===== src/hw/rtl/roc_pkg.sv =====
// Package for the relay output composer: widths, mode and switch codes,
// sequencer states and the channel-step structs.
// No dependencies; used by roc_step and relay_output_composer.
package roc_pkg;

    localparam int CHANNELS_DEF = 6;
    localparam int VAL_W        = 16;
    localparam int PAUSE_W      = 8;
    localparam int MODE_W       = 3;
    localparam int SW_W         = 2;

    // channel mode codes; anything above MODE_LOCK_SECOND is off
    localparam logic [MODE_W-1:0] MODE_DIRECT      = 3'd0;
    localparam logic [MODE_W-1:0] MODE_STATIC      = 3'd1;
    localparam logic [MODE_W-1:0] MODE_PULSE       = 3'd2;
    localparam logic [MODE_W-1:0] MODE_LOCK_FIRST  = 3'd3;
    localparam logic [MODE_W-1:0] MODE_LOCK_SECOND = 3'd4;

    // hand switch codes
    localparam logic [SW_W-1:0] SW_AUTO     = 2'd0;
    localparam logic [SW_W-1:0] SW_HAND_OFF = 2'd1;
    localparam logic [SW_W-1:0] SW_HAND_ON  = 2'd2;
    localparam logic [SW_W-1:0] SW_OFF      = 2'd3;

    // item kinds
    localparam logic REQ_TICK = 1'b0;
    localparam logic REQ_LOAD = 1'b1;

    // configuration register indexes
    localparam logic REG_CHANNEL_MODES = 1'b0;
    localparam logic REG_PAUSE_RELOAD  = 1'b1;

    typedef enum logic [1:0] {
        ST_IDLE,
        ST_WALK,
        ST_DONE
    } state_t;

    typedef struct packed {
        logic [MODE_W-1:0]  mode;
        logic [SW_W-1:0]    sw;
        logic               direct;
        logic               prev;
        logic               has_next;
        logic               has_prev;
        logic [VAL_W-1:0]   cur_val;
        logic [VAL_W-1:0]   nxt_val;
        logic [PAUSE_W-1:0] cur_pause;
        logic [PAUSE_W-1:0] prv_pause;
        logic [PAUSE_W-1:0] counter;
        logic [PAUSE_W-1:0] reload;
    } step_in_t;

    typedef struct packed {
        logic               bit_on;
        logic [VAL_W-1:0]   cur_val;
        logic [VAL_W-1:0]   nxt_val;
        logic [PAUSE_W-1:0] cur_pause;
        logic [PAUSE_W-1:0] prv_pause;
        logic [PAUSE_W-1:0] counter;
    } step_out_t;

endpackage


===== src/hw/rtl/roc_step.sv =====
// Shared channel-step unit: evaluates one channel per cycle and returns its
// output bit and the updated values. Depends on roc_pkg.
module roc_step (
    input  roc_pkg::step_in_t  si,
    output roc_pkg::step_out_t so
);
    import roc_pkg::*;

    logic [VAL_W-1:0]   val_dec;
    logic [PAUSE_W-1:0] pause_sel;
    logic [PAUSE_W-1:0] pause_dec;
    logic               val_nz;
    logic               partner;

    assign val_nz    = (si.cur_val != '0);
    assign val_dec   = si.cur_val - VAL_W'(1);
    assign pause_sel = (si.mode == MODE_LOCK_FIRST) ? si.cur_pause : si.prv_pause;
    assign pause_dec = pause_sel - PAUSE_W'(1);
    assign partner   = si.has_next && (si.nxt_val != '0);

    always_comb
    begin
        so.bit_on    = 1'b0;
        so.cur_val   = si.cur_val;
        so.nxt_val   = si.nxt_val;
        so.cur_pause = si.cur_pause;
        so.prv_pause = si.prv_pause;
        so.counter   = si.counter;
        if (si.sw != SW_AUTO)
        begin
            so.bit_on = (si.sw == SW_HAND_ON);
        end
        else
        begin
            case (si.mode)
                MODE_DIRECT:
                begin
                    so.bit_on = si.direct;
                end
                MODE_STATIC:
                begin
                    if (val_nz)
                    begin
                        if (si.prev)
                        begin
                            so.bit_on = 1'b1;
                        end
                        else if (si.counter == '0)
                        begin
                            so.bit_on  = 1'b1;
                            so.counter = si.reload;
                        end
                    end
                end
                MODE_PULSE:
                begin
                    if (val_nz)
                    begin
                        so.bit_on  = 1'b1;
                        so.cur_val = val_dec;
                    end
                end
                MODE_LOCK_FIRST:
                begin
                    if (val_nz)
                    begin
                        if (partner)
                        begin
                            // changeover: clear the partner's value if this channel was not on, else this channel's own
                            if (!si.prev)
                            begin
                                so.nxt_val = '0;
                            end
                            else
                            begin
                                so.cur_val = '0;
                            end
                            so.cur_pause = PAUSE_W'(1);
                        end
                        else if (si.cur_pause != '0)
                        begin
                            so.cur_pause = pause_dec;
                        end
                        else
                        begin
                            so.bit_on  = 1'b1;
                            so.cur_val = val_dec;
                        end
                    end
                end
                MODE_LOCK_SECOND:
                begin
                    if (val_nz)
                    begin
                        if (si.has_prev && (si.prv_pause != '0))
                        begin
                            so.prv_pause = pause_dec;
                        end
                        else
                        begin
                            so.bit_on  = 1'b1;
                            so.cur_val = val_dec;
                        end
                    end
                end
                default:
                begin
                    so.bit_on = 1'b0;
                end
            endcase
        end
    end

endmodule


===== src/hw/rtl/relay_output_composer.sv =====
// Relay output composer top level: sequencer, rotating channel state and
// output register around the shared channel-step unit.
// Depends on roc_pkg and roc_step.
//
//   channel  direction  handshake          payload
//   in       input      in_valid/in_stall  req_type channel load_value switch_states direct_data
//   out      output     out_valid/out_stall relay_bits pause_active
//   cfg      input      cfg_write          cfg_index cfg_data
//
// A tick item is accepted in ST_IDLE, walks each channel through the shared step
// unit in ST_WALK and loads the output register in ST_DONE; a load item skips
// ST_WALK. in_stall is high from acceptance until the result sits in the output
// register; a waiting result does not block acceptance of the next item, which then
// waits in ST_DONE for it. Reset clears control, config, values and pauses, not output data.
module relay_output_composer #(
    parameter int CHANNELS = roc_pkg::CHANNELS_DEF
) (
    input  logic                                   clk,
    input  logic                                   rst_n,
    input  logic                                   in_valid,
    output logic                                   in_stall,
    input  logic                                   req_type,
    input  logic [2:0]                             channel,
    input  logic [roc_pkg::VAL_W-1:0]              load_value,
    input  logic [2*CHANNELS-1:0]                  switch_states,
    input  logic [CHANNELS-1:0]                    direct_data,
    output logic                                   out_valid,
    input  logic                                   out_stall,
    output logic [CHANNELS-1:0]                    relay_bits,
    output logic                                   pause_active,
    input  logic                                   cfg_write,
    input  logic                                   cfg_index,
    input  logic [((3*CHANNELS > 8) ? 3*CHANNELS : 8)-1:0] cfg_data
);
    import roc_pkg::*;

    localparam int MODES_W = MODE_W * CHANNELS;
    localparam int CNT_W   = (CHANNELS > 1) ? $clog2(CHANNELS) : 1;
    localparam int NXT     = (CHANNELS > 1) ? 1 : 0;
    localparam int PRV     = CHANNELS - 1;

    state_t state_reg, state_next;

    logic [MODES_W-1:0]  modes_reg;
    logic [PAUSE_W-1:0]  reload_reg;
    logic [VAL_W-1:0]    val_reg   [CHANNELS];
    logic [PAUSE_W-1:0]  pause_reg [CHANNELS];
    logic [VAL_W-1:0]    val_upd   [CHANNELS];
    logic [PAUSE_W-1:0]  pause_upd [CHANNELS];
    logic [CHANNELS-1:0] prev_reg;
    logic [PAUSE_W-1:0]  counter_reg;
    logic [CNT_W-1:0]    idx_reg;
    logic [MODES_W-1:0]  sh_mode_reg;
    logic [2*CHANNELS-1:0] sh_sw_reg;
    logic [CHANNELS-1:0] sh_dir_reg;
    logic [CHANNELS-1:0] sh_prev_reg;
    logic [CHANNELS-1:0] bits_reg;
    logic [CHANNELS-1:0] bits_shift;
    logic                out_valid_reg;
    logic [CHANNELS-1:0] relay_bits_reg;
    logic                pause_active_reg;

    logic      in_take;
    logic      out_take;
    logic      out_free;
    logic      last_step;
    logic      load_hit;
    step_in_t  si;
    step_out_t so;

    assign in_take   = in_valid && !in_stall;
    assign out_take  = out_valid_reg && !out_stall;
    assign out_free  = !out_valid_reg || !out_stall;
    assign last_step = (idx_reg == CNT_W'(CHANNELS - 1));
    assign load_hit  = ({1'b0, channel} < 4'(CHANNELS));

    // new bit enters at the top, so channel 0 ends at bit 0 after the walk
    assign bits_shift = CHANNELS'({so.bit_on, bits_reg} >> 1);

    assign out_valid    = out_valid_reg;
    assign relay_bits   = relay_bits_reg;
    assign pause_active = pause_active_reg;

    // channel under the step unit sits at position 0 of every shift line
    always_comb
    begin
        si.mode      = sh_mode_reg[MODE_W-1:0];
        si.sw        = sh_sw_reg[SW_W-1:0];
        si.direct    = sh_dir_reg[0];
        si.prev      = sh_prev_reg[0];
        si.has_next  = !last_step;
        si.has_prev  = (idx_reg != '0);
        si.cur_val   = val_reg[0];
        si.nxt_val   = val_reg[NXT];
        si.cur_pause = pause_reg[0];
        si.prv_pause = pause_reg[PRV];
        si.counter   = counter_reg;
        si.reload    = reload_reg;
    end

    roc_step u_step (
        .si (si),
        .so (so)
    );

    // merge the step results, later writes win where positions coincide
    always_comb
    begin
        for (int k = 0; k < CHANNELS; k++)
        begin
            val_upd[k]   = val_reg[k];
            pause_upd[k] = pause_reg[k];
        end
        val_upd[NXT]   = so.nxt_val;
        val_upd[0]     = so.cur_val;
        pause_upd[PRV] = so.prv_pause;
        pause_upd[0]   = so.cur_pause;
    end

    always_comb
    begin
        state_next = state_reg;
        unique case (state_reg)
            ST_IDLE:
            begin
                if (in_take)
                begin
                    state_next = (req_type == REQ_TICK) ? ST_WALK : ST_DONE;
                end
            end
            ST_WALK:
            begin
                if (last_step)
                begin
                    state_next = ST_DONE;
                end
            end
            ST_DONE:
            begin
                if (out_free)
                begin
                    state_next = ST_IDLE;
                end
            end
            default:
            begin
                state_next = ST_IDLE;
            end
        endcase
    end

    always_comb
    begin
        unique case (state_reg)
            ST_IDLE: in_stall = 1'b0;
            ST_WALK: in_stall = 1'b1;
            ST_DONE: in_stall = 1'b1;
            default: in_stall = 1'b1;
        endcase
    end

    always_ff @(posedge clk or negedge rst_n)
    begin
        if (!rst_n)
        begin
            state_reg <= ST_IDLE;
        end
        else
        begin
            state_reg <= state_next;
        end
    end

    // configuration registers
    always_ff @(posedge clk or negedge rst_n)
    begin
        if (!rst_n)
        begin
            modes_reg  <= '0;
            reload_reg <= '0;
        end
        else if (cfg_write)
        begin
            unique case (cfg_index)
                REG_CHANNEL_MODES: modes_reg  <= cfg_data[MODES_W-1:0];
                REG_PAUSE_RELOAD:  reload_reg <= cfg_data[PAUSE_W-1:0];
                default:           modes_reg  <= modes_reg;
            endcase
        end
    end

    // channel state: rotate one place per step so the next channel comes to position 0
    always_ff @(posedge clk or negedge rst_n)
    begin
        if (!rst_n)
        begin
            for (int k = 0; k < CHANNELS; k++)
            begin
                val_reg[k]   <= '0;
                pause_reg[k] <= '0;
            end
            prev_reg    <= '0;
            counter_reg <= '0;
            idx_reg     <= '0;
            bits_reg    <= '0;
        end
        else
        begin
            unique case (state_reg)
                ST_IDLE:
                begin
                    if (in_take)
                    begin
                        if (req_type == REQ_LOAD)
                        begin
                            if (load_hit)
                            begin
                                val_reg[channel[CNT_W-1:0]] <= load_value;
                            end
                        end
                        else
                        begin
                            if (counter_reg != '0)
                            begin
                                counter_reg <= counter_reg - PAUSE_W'(1);
                            end
                            idx_reg <= '0;
                        end
                    end
                end
                ST_WALK:
                begin
                    for (int k = 0; k < CHANNELS; k++)
                    begin
                        val_reg[k]   <= val_upd[(k + 1) % CHANNELS];
                        pause_reg[k] <= pause_upd[(k + 1) % CHANNELS];
                    end
                    counter_reg <= so.counter;
                    idx_reg     <= idx_reg + CNT_W'(1);
                    bits_reg    <= bits_shift;
                    if (last_step)
                    begin
                        prev_reg <= bits_shift;
                    end
                end
                ST_DONE:
                begin
                    idx_reg <= '0;
                end
                default:
                begin
                    idx_reg <= '0;
                end
            endcase
        end
    end

    // per-tick snapshots, shifted one channel per step
    always_ff @(posedge clk)
    begin
        if (state_reg == ST_IDLE)
        begin
            sh_mode_reg <= modes_reg;
            sh_sw_reg   <= switch_states;
            sh_dir_reg  <= direct_data;
            sh_prev_reg <= prev_reg;
        end
        else
        begin
            sh_mode_reg <= sh_mode_reg >> MODE_W;
            sh_sw_reg   <= sh_sw_reg >> SW_W;
            sh_dir_reg  <= sh_dir_reg >> 1;
            sh_prev_reg <= sh_prev_reg >> 1;
        end
    end

    // output register
    always_ff @(posedge clk or negedge rst_n)
    begin
        if (!rst_n)
        begin
            out_valid_reg <= 1'b0;
        end
        else if ((state_reg == ST_DONE) && out_free)
        begin
            out_valid_reg <= 1'b1;
        end
        else if (out_take)
        begin
            out_valid_reg <= 1'b0;
        end
    end

    always_ff @(posedge clk)
    begin
        if ((state_reg == ST_DONE) && out_free)
        begin
            relay_bits_reg   <= prev_reg;
            pause_active_reg <= (counter_reg != '0);
        end
    end

endmodule


===== config.mk =====
export PLATFORM = sky130hd
export DESIGN_NAME = relay_output_composer
export DESIGN_NICKNAME = d
export VERILOG_FILES = /design/src/hw/rtl/roc_pkg.sv /design/src/hw/rtl/roc_step.sv /design/src/hw/rtl/relay_output_composer.sv
export SDC_FILE = /design/constraint.sdc
export NUM_CORES = 1
export LEC_CHECK = 0
export BUFFER_PORTS_ARGS = -buffer_cell sky130_fd_sc_hd__buf_2
export CAP_MARGIN = 20
export CORE_MARGIN = 1
export CORE_UTILIZATION = 45
export DETAILED_ROUTE_END_ITERATION = 7
export GPL_ROUTABILITY_DRIVEN = 0
export PLACE_DENSITY = 0.7
export SLEW_MARGIN = 20
export SYNTH_ARGS = -nofsm -noshare
export SYNTH_HDL_FRONTEND = slang
export SYNTH_SLANG_ARGS = --single-unit
export TNS_END_PERCENT = 20

===== constraint.sdc =====
create_clock -name clk -period 7.08 [get_ports clk]
set_input_delay 0.708 -clock clk [delete_from_list [all_inputs] [get_ports clk]]
set_output_delay 0.708 -clock clk [all_outputs]
set_load 0.005 [all_outputs]

Word level (Yosys, flattened, before mapping)
Cells that the tools add are included.

word-level totals
  register bits after elaboration = 245
  word-level logic and storage cells = 142
  output and inout bits = 9
  input port bits = 62

operators by class
  multiplexer cells = 54
  order comparisons = 3
  bitwise logic cells = 2
  equal/unequal tests = 20
  reduce and logical (&&, ||, !) cells = 29
  $add $sub $neg = 4

operators by type and width
  kind                                                                   number
  96-bit two-way mux                                                     3
  96-bit case mux with 2 select lines                                    1
  8-bit two-way mux                                                      13
  96-bit bitwise mux                                                     1
  16-bit two-way mux                                                     5
  17-bit two-way mux                                                     4
  56-bit two-way mux                                                     1
  16-bit demux with 3-bit select                                         1
  16-bit case mux with 3 select lines                                    1
  41-bit two-way mux                                                     1
  16-bit nonzero test                                                    2
  24-bit two-way mux                                                     1
  8-bit nonzero test                                                     3
  2-bit != test (second input constant)                                  8
  8-bit case mux with 2 select lines                                     1
  16-bit by 1-bit subtractor with 16-bit output (second input constant)  1
  8-bit by 1-bit subtractor with 8-bit output (second input constant)    2
  15-bit two-way mux                                                     1
  10-bit two-way mux                                                     1
  5-bit two-way mux                                                      2
  9-bit AND reduction                                                    1
  8-bit logical NOT                                                      1
  1-bit two-way mux                                                      8
  2-bit two-way mux                                                      4
  other kinds (26)                                                       45

Depth between registers and ports, before layout
Gate-level depths: netlist of the first run.

  word-level depth = 10
  gate-level depth with buffers = 10
  gate-level depth less buffers = 8

By module
A second synthesis of the first run with hierarchy kept.

unflattened totals
  cell total of the unflattened synthesis = 1,107
  area total of the unflattened synthesis = 11,513.5 sq um

by module, submodules not included
  module                 cells each  area an instance (sq um)  sequential area each (sq um)  times used
  relay_output_composer  837         9,776.9                   5,930.7                       1
  roc_step               270         1,736.7                   0.0                           1

Least setup slack after synthesis of the first run
Ideal clock, no wire load.

  kind = reg2reg
  start point = register val_reg (netlist bit si[42])
  end point = register val_reg[1] in the netlist's numbering
  path slack = 4.508 ns
  buffers on the path = 0
  clock period less this slack = 2.572 ns
  data required time = 6.954 ns
  arrival = 2.447 ns
  stages on the path, launching flop included = 7
  library setup time = 0.126 ns
  cell sequence = dfrtp_1 or4_4 o41ai_4 nor3_2 or4_4 o2bb2ai_1 a221o_1

on the way
  word-level cells in the longest chain between the ends = 7

RTL lines
  item                                 RTL line                      text
  start, declared                      relay_output_composer.sv:46   logic [VAL_W-1:0] val_reg [CHANNELS];
  start signal, assigned by index      relay_output_composer.sv:218  val_reg[channel[CNT_W-1:0]] <= load_value;
  start signal, assigned by index      relay_output_composer.sv:235  val_reg[k] <= val_upd[(k + 1) % CHANNELS];
  16-bit nonzero test                  roc_step.sv:19                assign partner = si.has_next && (si.nxt_val != '0);
  1-bit logical AND                    roc_step.sv:19
  16-bit two-way mux                   roc_step.sv:67                if (partner)
  41-bit two-way mux                   roc_step.sv:65                if (val_nz)
  16-bit case mux with 3 select lines  roc_step.sv:35                case (si.mode)
  56-bit two-way mux                   roc_step.sv:29                if (si.sw != SW_AUTO)
  96-bit case mux with 2 select lines  relay_output_composer.sv:209  unique case (state_reg)

Every way passes these cells. The select of a mux whose other input is x is not followed.
A chain may end at the register's enable or synchronous reset.

Final worst setup path of the first run
  start point = register state_reg[1]
  end point = register val_reg[37] in the netlist's numbering

on the way
  word-level cells in the longest chain between the ends = 4
  elaborated cells between the ends (all ways) = 9
  those cells by class = 4 x eq/ne; 1 x mux; 4 x reduce/logical

RTL lines
  item                           RTL line                                                    text
  start, declared                relay_output_composer.sv:42                                 state_t state_reg, state_next;
  start signal, assigned         relay_output_composer.sv:170                                state_reg <= state_next;
  2-bit logical NOT              relay_output_composer.sv:154, relay_output_composer.sv:209
  1-bit logical AND              relay_output_composer.sv:71                                 assign in_take = in_valid && !in_stall;
  2-bit != test (no line)        -
  4-bit AND reduction (no line)  -

Parallel ways exist; a longest one is shown, timed or not.

==> results of run 1 <==
-- layout make-up --
type,instances,area (sq um),share of cell area (%)
repair buffers,84,467.9,3.681
flip-flops and latches,244,5931,46.66
clock buffers,42,802.0,6.310
well taps,324,405.4,3.189
clock inverters,6,58.81,0.4626
multi-input cells,833,4997,39.31
inverters,13,48.80,0.3839
-- final timing paths --
kind / slack (ps) / startpoint / endpoint / cells past startpoint
setup / recovery: 3600 / state_reg[1]$_DFFE_PN0P_ / val_reg[37]$_DFFE_PN0P_ / 6
hold / removal: 180 / rst_n / val_reg[32]$_DFFE_PN0P_ / 1
setup reg to reg: 3600 / state_reg[1]$_DFFE_PN0P_ / val_reg[37]$_DFFE_PN0P_ / 6
hold reg to reg: 450 / sh_dir_reg[2]$_DFF_P_ / sh_dir_reg[1]$_DFF_P_ / 1
max in group asynchronous: 5600 / rst_n / pause_reg[14]$_DFFE_PN0P_ / 2
min in group clk: 390 / direct_data[5] / sh_dir_reg[5]$_SDFF_PN0_ / 2
-- through the flow --
step | cells | hold WS [ps]
6_report | 1546 | 180.1
5_1_grt | 1546 | 233.5
4_1_cts | 1546 | 204.5
3_5_place_dp | 1498 | 441.7
3_3_place_gp | 1497 | 435.8
2_1_floorplan | 1160 | 412.4
-- worst max-delay path: stages, from the launching register on --
cell                       delay (ps)
sky130_fd_sc_hd__dfrtp_1          630
sky130_fd_sc_hd__nand2b_4         610
sky130_fd_sc_hd__buf_4            710
sky130_fd_sc_hd__nand2_1          230
sky130_fd_sc_hd__nor3b_4          710
sky130_fd_sc_hd__a22oi_1          160
sky130_fd_sc_hd__o21ai_0          240
-- kinds of logic after synthesis --
kind of cell / after synthesis
compound gates: 322
xor+xnor: 6
fa+ha+maj: 7
buf+inv: 83
flops: 244
mux: 75
simple gates: 423
-- placed cells by master, fill, tap and decap left out, types with 9 or more instances in the layout --
cell,count
sky130_fd_sc_hd__nor2_1,97
sky130_fd_sc_hd__o22ai_1,36
sky130_fd_sc_hd__mux2_2,66
sky130_fd_sc_hd__nand2_1,193
sky130_fd_sc_hd__buf_4,13
sky130_fd_sc_hd__clkbuf_16,27
sky130_fd_sc_hd__a22oi_1,51
sky130_fd_sc_hd__o21ai_0,70
sky130_fd_sc_hd__buf_2,69
sky130_fd_sc_hd__mux2i_1,9
sky130_fd_sc_hd__inv_1,13
sky130_fd_sc_hd__nor3_1,17
sky130_fd_sc_hd__nand3_1,19
sky130_fd_sc_hd__a21oi_1,85
sky130_fd_sc_hd__a31oi_1,16
sky130_fd_sc_hd__nor4_1,12
sky130_fd_sc_hd__or3_1,14
sky130_fd_sc_hd__dfxtp_1,42
sky130_fd_sc_hd__dfrtp_1,195
sky130_fd_sc_hd__and2_1,9
-- routing by layer --
layer	GRT usage (%)	wire length (um)
met4	6.031	509
met1	30.68	12360
met3	3.481	1641
met5	0	0
met2	35.21	12860
-- report_power, final --
group          internal (W)  switching [W]  leakage (nW)
logic              0.000905        0.00139          2.27
registers           0.00201       0.000473          2.79
clock network      0.000809       0.000537         0.423
total               0.00372        0.00240          5.48
==> qor.txt, run 1 <==
==================================================================================
Worst EP required ...................................................      7500 ps
Antenna violations before repair ....................................            0
Initial DRC Count ...................................................         1093
Mapped Nets .........................................................         1229
Clock root buffer master ............................................ sky130_fd_sc_hd__clkbuf_16
Count of buffers inserted at the top-level ports ....................           70
Flip-flop count of the largest register, all copies and words added .           64
Detail Placement HPWL ...............................................     17.91 mm
Post-layout utilization of the core .................................       52.11%
Critical Path End Type ..............................................         flop
Io pins .............................................................           71
Instance area after placement ....................................... 0.01184 sq mm
Pin count of the biggest net entering global routing ................           78
Setup slack after placement .........................................      3471 ps
Post CTS Setup Buffer Count .........................................            0
Number of synthesized flops with an enable pin ......................            7
Y dimension of the die ..............................................     159.7 um
Arrival time at the worst endpoint ..................................      3910 ps
Maximum buffer depth of the clock tree ..............................            3
FILL cells ..........................................................         2276
Clock slew at reported path FFs .....................................        60 ps
Cts-stage hold buffer count .........................................            0
Yosys warning total .................................................            0
Max FO, Critical Path ...............................................           75
Count of state elements after synthesis .............................          244
Cell taking the most area after synthesis ........................... sky130_fd_sc_hd__dfrtp_1
Share of synthesized area occupied by flip-flops and latches ........       52.97%
Run status ..........................................................    completed
Worst Tran Pin Value ................................................     943.8 ps
Remaining Overflow, GRT .............................................            0
Placement row count .................................................           57
Fraction of final layout cells with drive strength greater than 1 ...       17.92%
Post-DR wirelength/cell .............................................     17.70 um
Net total in the final layout .......................................         1271
Crit start category .................................................         flop
Setup TNS Final .....................................................         0 ps
Via count of the first global-routing pass ..........................         8920
Final setup vio count ...............................................            0
Fraction of the cycle the final worst path needs ....................       49.21%
Clock sinks .........................................................          244
Largest cells by area after synthesis ............................... sky130_fd_sc_hd__dfrtp_1 (44%), sky130_fd_sc_hd__dfxtp_1 (7.5%), sky130_fd_sc_hd__mux2_2 (6.6%)
H-tree depth reported by CTS ........................................            1
Die Footprint ....................................................... 0.02552 sq mm
TritonCTS buffer count ..............................................           26
Final non-filler cell area .......................................... 0.01271 sq mm
Per-instance average area after synthesis ...........................  9.653 sq um
VDD IR max ..........................................................  0.0002220 V
Ys flop type ........................................................ sky130_fd_sc_hd__dfrtp_1
Final number of hold-violating endpoints ............................            0
Largest family of logic cells by synthesized area ................... compound AO/OA/AOI/OAI gates
Floorplan die width .................................................     159.7 um
Synth Area in XOR/XNOR ..............................................      0.4693%
Compound-Gate Fraction of Synth Area ................................       18.27%
Final worst slack ...................................................      3596 ps
Top-count cell post-synth ........................................... sky130_fd_sc_hd__dfrtp_1
Clock insertion delay at the later pin of the skew report ...........       520 ps
Share of synthesized area spent on multiplexers .....................       7.442%
Mapped Cells ........................................................         1160
Initial DRT Pass Iterations .........................................            6
Global router's overall resource usage ..............................       21.91%
Count of unresolved DRC violations after routing ....................            0
Total inserted antenna cells ........................................            0
Post-detailed-route via-to-cell ratio ...............................        5.865
Post-Syn Area ....................................................... 0.01120 sq mm
Yosys top cell area share ...........................................       43.58%
Synth-to-layout area growth .........................................       13.52%
Fraction of the mapped netlist area in adder cells ..................      0.7822%
Placeable core region ............................................... 0.02439 sq mm
Number of distinct library cells after synthesis ....................           69
Cts repair resizes ..................................................            0
Overall via count from detail_route .................................         9068
Relative slew slack .................................................       36.95%
Static Leakage ......................................................     5.480 nW
Worst min-delay path class ..........................................  in -> async
Final clock skew ....................................................     10.82 ps
Area share of and/or/nand/nor cells after synthesis .................       17.25%
First-pass GRT wire length ..........................................     46.33 mm
Count of maximum capacitance violations .............................            0
Clock period minus final worst setup slack ..........................      3484 ps
Top post-synthesis cells by count ................................... sky130_fd_sc_hd__dfrtp_1 (195), sky130_fd_sc_hd__nand2_1 (193), sky130_fd_sc_hd__nor2_1 (100)
RSZ-0062 raised after global routing ................................        false
Power density cells ................................................. 481.8 mW/mm^2
Setup CP Type .......................................................   reg -> reg
Clock tree from TritonCTS ...........................................         done
Final wirelength ....................................................     27.37 mm
Residual antenna-violating net count after detailed routing .........            0
Starting density of the core ........................................       45.91%
Fraction of registers with async set or reset after synthesis .......       79.92%
Maximum clock rate ..................................................    287.0 MHz
Final number of max-transition violations ...........................            0
Power Total .........................................................   0.006124 W
==================================================================================
No activity file was read; power rests on OpenSTA's default activity.
==> inputs of run 2 (changes only) <==
--- a/config.mk
+++ b/config.mk
@@ -5,13 +5,14 @@
 export SDC_FILE = /design/constraint.sdc
 export NUM_CORES = 1
 export LEC_CHECK = 0
+export ABC_AREA = 1
 export BUFFER_PORTS_ARGS = -buffer_cell sky130_fd_sc_hd__buf_2
 export CAP_MARGIN = 20
 export CORE_MARGIN = 1
 export CORE_UTILIZATION = 45
 export DETAILED_ROUTE_END_ITERATION = 7
 export GPL_ROUTABILITY_DRIVEN = 0
-export PLACE_DENSITY = 0.7
+export PLACE_DENSITY = 0.72
 export SLEW_MARGIN = 20
 export SYNTH_ARGS = -nofsm -noshare
 export SYNTH_HDL_FRONTEND = slang
==> constraint.sdc (replaced) <==
create_clock -name clk -period 3 [get_ports clk]
set_input_delay 0.3 -clock clk [delete_from_list [all_inputs] [get_ports clk]]
set_output_delay 0.3 -clock clk [all_outputs]
set_load 0.005 [all_outputs]
==> qor.txt, run 2 <==
==================================================================================
Number of synthesized flops with an enable pin ......................            7
Final worst slack ...................................................     602.6 ps
Pin count of the biggest net entering global routing ................           84
Mapped Cells ........................................................         1486
Net total in the final layout .......................................         1638
Worst Tran Pin Value ................................................     937.9 ps
Via count of the first global-routing pass ..........................         9972
Maximum clock rate ..................................................    417.1 MHz
Logic depth of the worst path, buffers included .....................           11
Routed wire length on met3 ..........................................     1.546 mm
Io pins .............................................................           71
Initial DRT Pass Iterations .........................................            7
Max FO, Critical Path ...............................................           12
Die Footprint ....................................................... 0.02733 sq mm
Leading cell types in the layout, fill and taps excluded ............ sky130_fd_sc_hd__nand2_1 (427), sky130_fd_sc_hd__dfrtp_1 (195), sky130_fd_sc_hd__inv_1 (180)
Remaining Overflow, GRT .............................................            0
Arrival time at the worst endpoint ..................................      2830 ps
Setup slack after placement .........................................     653.8 ps
Count of state elements after synthesis .............................          244
Reg-to-Reg Start .................................................... sh_mode_reg[1]$_DFF_P_
Post-detailed-route via-to-cell ratio ...............................        5.227
Overall via count from detail_route .................................        10060
Critical-path cell list ............................................. inv_2, nor2_4, nand2_2, inv_1, nor2_1, nor2_4, inv_1, a21oi_2, nand3_1, o21ai_0, a21boi_1
Ys flop type ........................................................ sky130_fd_sc_hd__dfrtp_1
Top-count cell post-synth ........................................... sky130_fd_sc_hd__nand2_1
Starting density of the core ........................................       45.93%
Maximum buffer depth of the clock tree ..............................            3
Final number of max-transition violations ...........................            0
Floorplan die width .................................................     165.3 um
Post-DR wirelength/cell .............................................     15.06 um
Cell taking the most area after synthesis ........................... sky130_fd_sc_hd__dfrtp_1
Number of distinct library cells after synthesis ....................           54
Post-Syn Area ....................................................... 0.01200 sq mm
Number of buffer and inverter instances along the worst setup path ..            3
Clock sinks .........................................................          244
Power density cells ................................................. 1015 mW/mm^2
Setup TNS Final .....................................................         0 ps
Static Leakage ......................................................     6.684 nW
Detail Placement HPWL ...............................................     19.09 mm
Clock slew at reported path FFs .....................................        60 ps
Highest Signal Layer ................................................         met5
Placeable core region ............................................... 0.02613 sq mm
Clock insertion delay at the later pin of the skew report ...........       550 ps
Failing checks ...................................................... design-rule violations
Residual antenna-violating net count after detailed routing .........            0
First-pass GRT wire length ..........................................     49.09 mm
Cell class contributing the biggest share of worst-path delay ....... simple AND/OR/NAND/NOR gates
End of the worst hold path .......................................... reload_reg[6]$_DFFE_PN0P_
Fraction of the cycle the final worst path needs ....................       79.91%
H-tree depth reported by CTS ........................................            1
Crit start category .................................................         flop
Worst min-delay path class ..........................................    in -> reg
Initial DRC Count ...................................................          769
Worst Reg2Reg Path Length in Cells ..................................           11
Fraction of registers with async set or reset after synthesis .......       79.92%
Post CTS Setup Buffer Count .........................................            0
Most common cell after layout, fill and taps aside .................. sky130_fd_sc_hd__nand2_1
Global router's overall resource usage ..............................       22.21%
Y dimension of the die ..............................................     165.3 um
Routed metal-1 wirelength ...........................................     13.01 mm
Placement row count .................................................           59
Share of synthesized area occupied by flip-flops and latches ........       49.41%
Setup CP Type .......................................................   reg -> reg
Start point of the worst min-delay path .............................  cfg_data[6]
Mapped Nets .........................................................         1555
Final number of hold-violating endpoints ............................            0
Internal reg-to-reg setup slack .....................................       600 ps
Slowest stage delay, CP .............................................       380 ps
Per-instance average area after synthesis ...........................  8.077 sq um
Relative slew slack .................................................       37.32%
Fraction of final layout cells with drive strength greater than 1 ...       14.11%
Synth-to-layout area growth .........................................       15.15%
Count of maximum capacitance violations .............................            0
VDD IR max ..........................................................  0.0005948 V
Max stage delay cell, worst path .................................... sky130_fd_sc_hd__dfxtp_1
Count of unresolved DRC violations after routing ....................            6
Worst EP required ...................................................      3430 ps
Run status .......................................................... complete, but fails checks
Final setup vio count ...............................................            0
Flip-flop count of the largest register, all copies and words added .           64
RSZ-0062 raised after global routing ................................        false
Yosys top cell area share ...........................................       40.65%
Capture point of the worst reg-to-reg path .......................... val_reg[0]$_DFFE_PN0P_
Critical Path End Type ..............................................         flop
Final wirelength ....................................................     28.98 mm
Final clock skew ....................................................     22.52 ps
Length of routed met2 wiring ........................................     13.69 mm
Worst Hold Depth ....................................................            3
Clock tree from TritonCTS ...........................................         done
Count of buffers inserted at the top-level ports ....................           70
Yosys warning total .................................................            0
Clock period minus final worst setup slack ..........................      2397 ps
Antenna violations before repair ....................................            4
Clock root buffer master ............................................ sky130_fd_sc_hd__clkbuf_16
Largest cells by area after synthesis ............................... sky130_fd_sc_hd__dfrtp_1 (41%), sky130_fd_sc_hd__nand2_1 (13%), sky130_fd_sc_hd__dfxtp_1 (7.0%)
TritonCTS buffer count ..............................................           26
Top post-synthesis cells by count ................................... sky130_fd_sc_hd__nand2_1 (427), sky130_fd_sc_hd__dfrtp_1 (195), sky130_fd_sc_hd__inv_1 (180)
==================================================================================
==> run 2: cell count changes in the layout (fill, tap and decap cells not counted), sizes merged, moves of 14 or more <==
cell and delta:
o22ai +30, nor2 +22, nand2 +243, inv +181, a22oi -22, mux2 -41, o21ai +64, nand3 +47
dlygate4sd3 +28, a31oi -15, a21oi -48, or3 -14
==> run 2: how the worst max path moves through the flow <==
| stage | to | slack [ps] | startpoint |
|---|---|---|---|
| floorplan | pause_reg[14]$_DFFE_PN0P_ | 1050 | sh_mode_reg[1]$_DFF_P_ |
| global route | val_reg[0]$_DFFE_PN0P_ | 420 | sh_mode_reg[1]$_DFF_P_ |
| finish | val_reg[0]$_DFFE_PN0P_ | 600 | sh_mode_reg[1]$_DFF_P_ |
| detailed placement | val_reg[0]$_DFFE_PN0P_ | 650 | sh_mode_reg[1]$_DFF_P_ |
| CTS | val_reg[0]$_DFFE_PN0P_ | 640 | sh_mode_reg[1]$_DFF_P_ |
| global placement | val_reg[0]$_DFFE_PN0P_ | 710 | sh_mode_reg[1]$_DFF_P_ |
==> run 2: per-stage QoR <==
| stage | cells | util (%) | instance area (sq um) | power (W) | hold slack [ps] |
|---|---|---|---|---|---|
| 2_1_floorplan | 1486 | - | 12000 | 0.009371 | 4.409 |
| 3_3_place_gp | 1848 | 48.49 | 12670 | 0.01061 | 397.9 |
| 3_5_place_dp | 1848 | 48.49 | 12670 | 0.01078 | 403.6 |
| 4_1_cts | 1922 | 52.87 | 13820 | 0.01403 | 3.015 |
| 5_1_grt | 1924 | 52.89 | 13820 | 0.01510 | 20.57 |
| 6_report | 1924 | 52.89 | 13820 | 0.01402 | 12.16 |
==> run 2: layer usage <==
metal	vias to the layer above	track usage [%]
met3	54	3.347
li1	4951	-
met5	-	0
met1	4761	29.91
met4	2	6.983
met2	288	36.74
==> run 2: power by group <==
part	switching (W)	total (W)	internal [W]
Sequential	0.000682	0.00524	0.00456
Clock	0.00133	0.00318	0.00185
Combinational	0.00377	0.00561	0.00184
==> run 2: kinds of logic (layout without fill, tap and decap cells) <==
kind of cell | Yosys count | count (layout) | synth area share [%]
fa+ha+maj | 7 | 7 | 0.7297
other cells | 0 | 2 | 0
simple gates | 647 | 647 | 22.62
compound gates | 289 | 289 | 14.98
mux | 25 | 25 | 2.345
buf+inv | 259 | 360 | 8.819
xor+xnor | 15 | 15 | 1.094
flops | 244 | 244 | 49.41
==> run 2: cell type report <==
type | count | area [sq um]
Inverter | 194 | 738.2
Sequential cell | 244 | 5931
Antenna cell | 2 | 5.005
Clock buffer | 38 | 798.3
Multi-Input combinational cell | 983 | 5021
Clock inverter | 8 | 66.31
Fill cell | 2439 | 12310
Timing Repair Buffer | 120 | 842.1
Tap cell | 335 | 419.2
==> run 2: repair_timing <==
item                       CTS  global route
hold buffers                28             0
gates resized for setup      0             0
setup endpoints to repair    0             0
hold endpoints to repair   107             0
==> run 2: worst reg2reg max path: cells and delay by family, from the launching register on <==
kind                   cells  cell delay, ps
AOI/OAI and AO/OA          3             510
buffers and inverters      3             600
DFF                        1             380
and+or+nand+nor            5             780
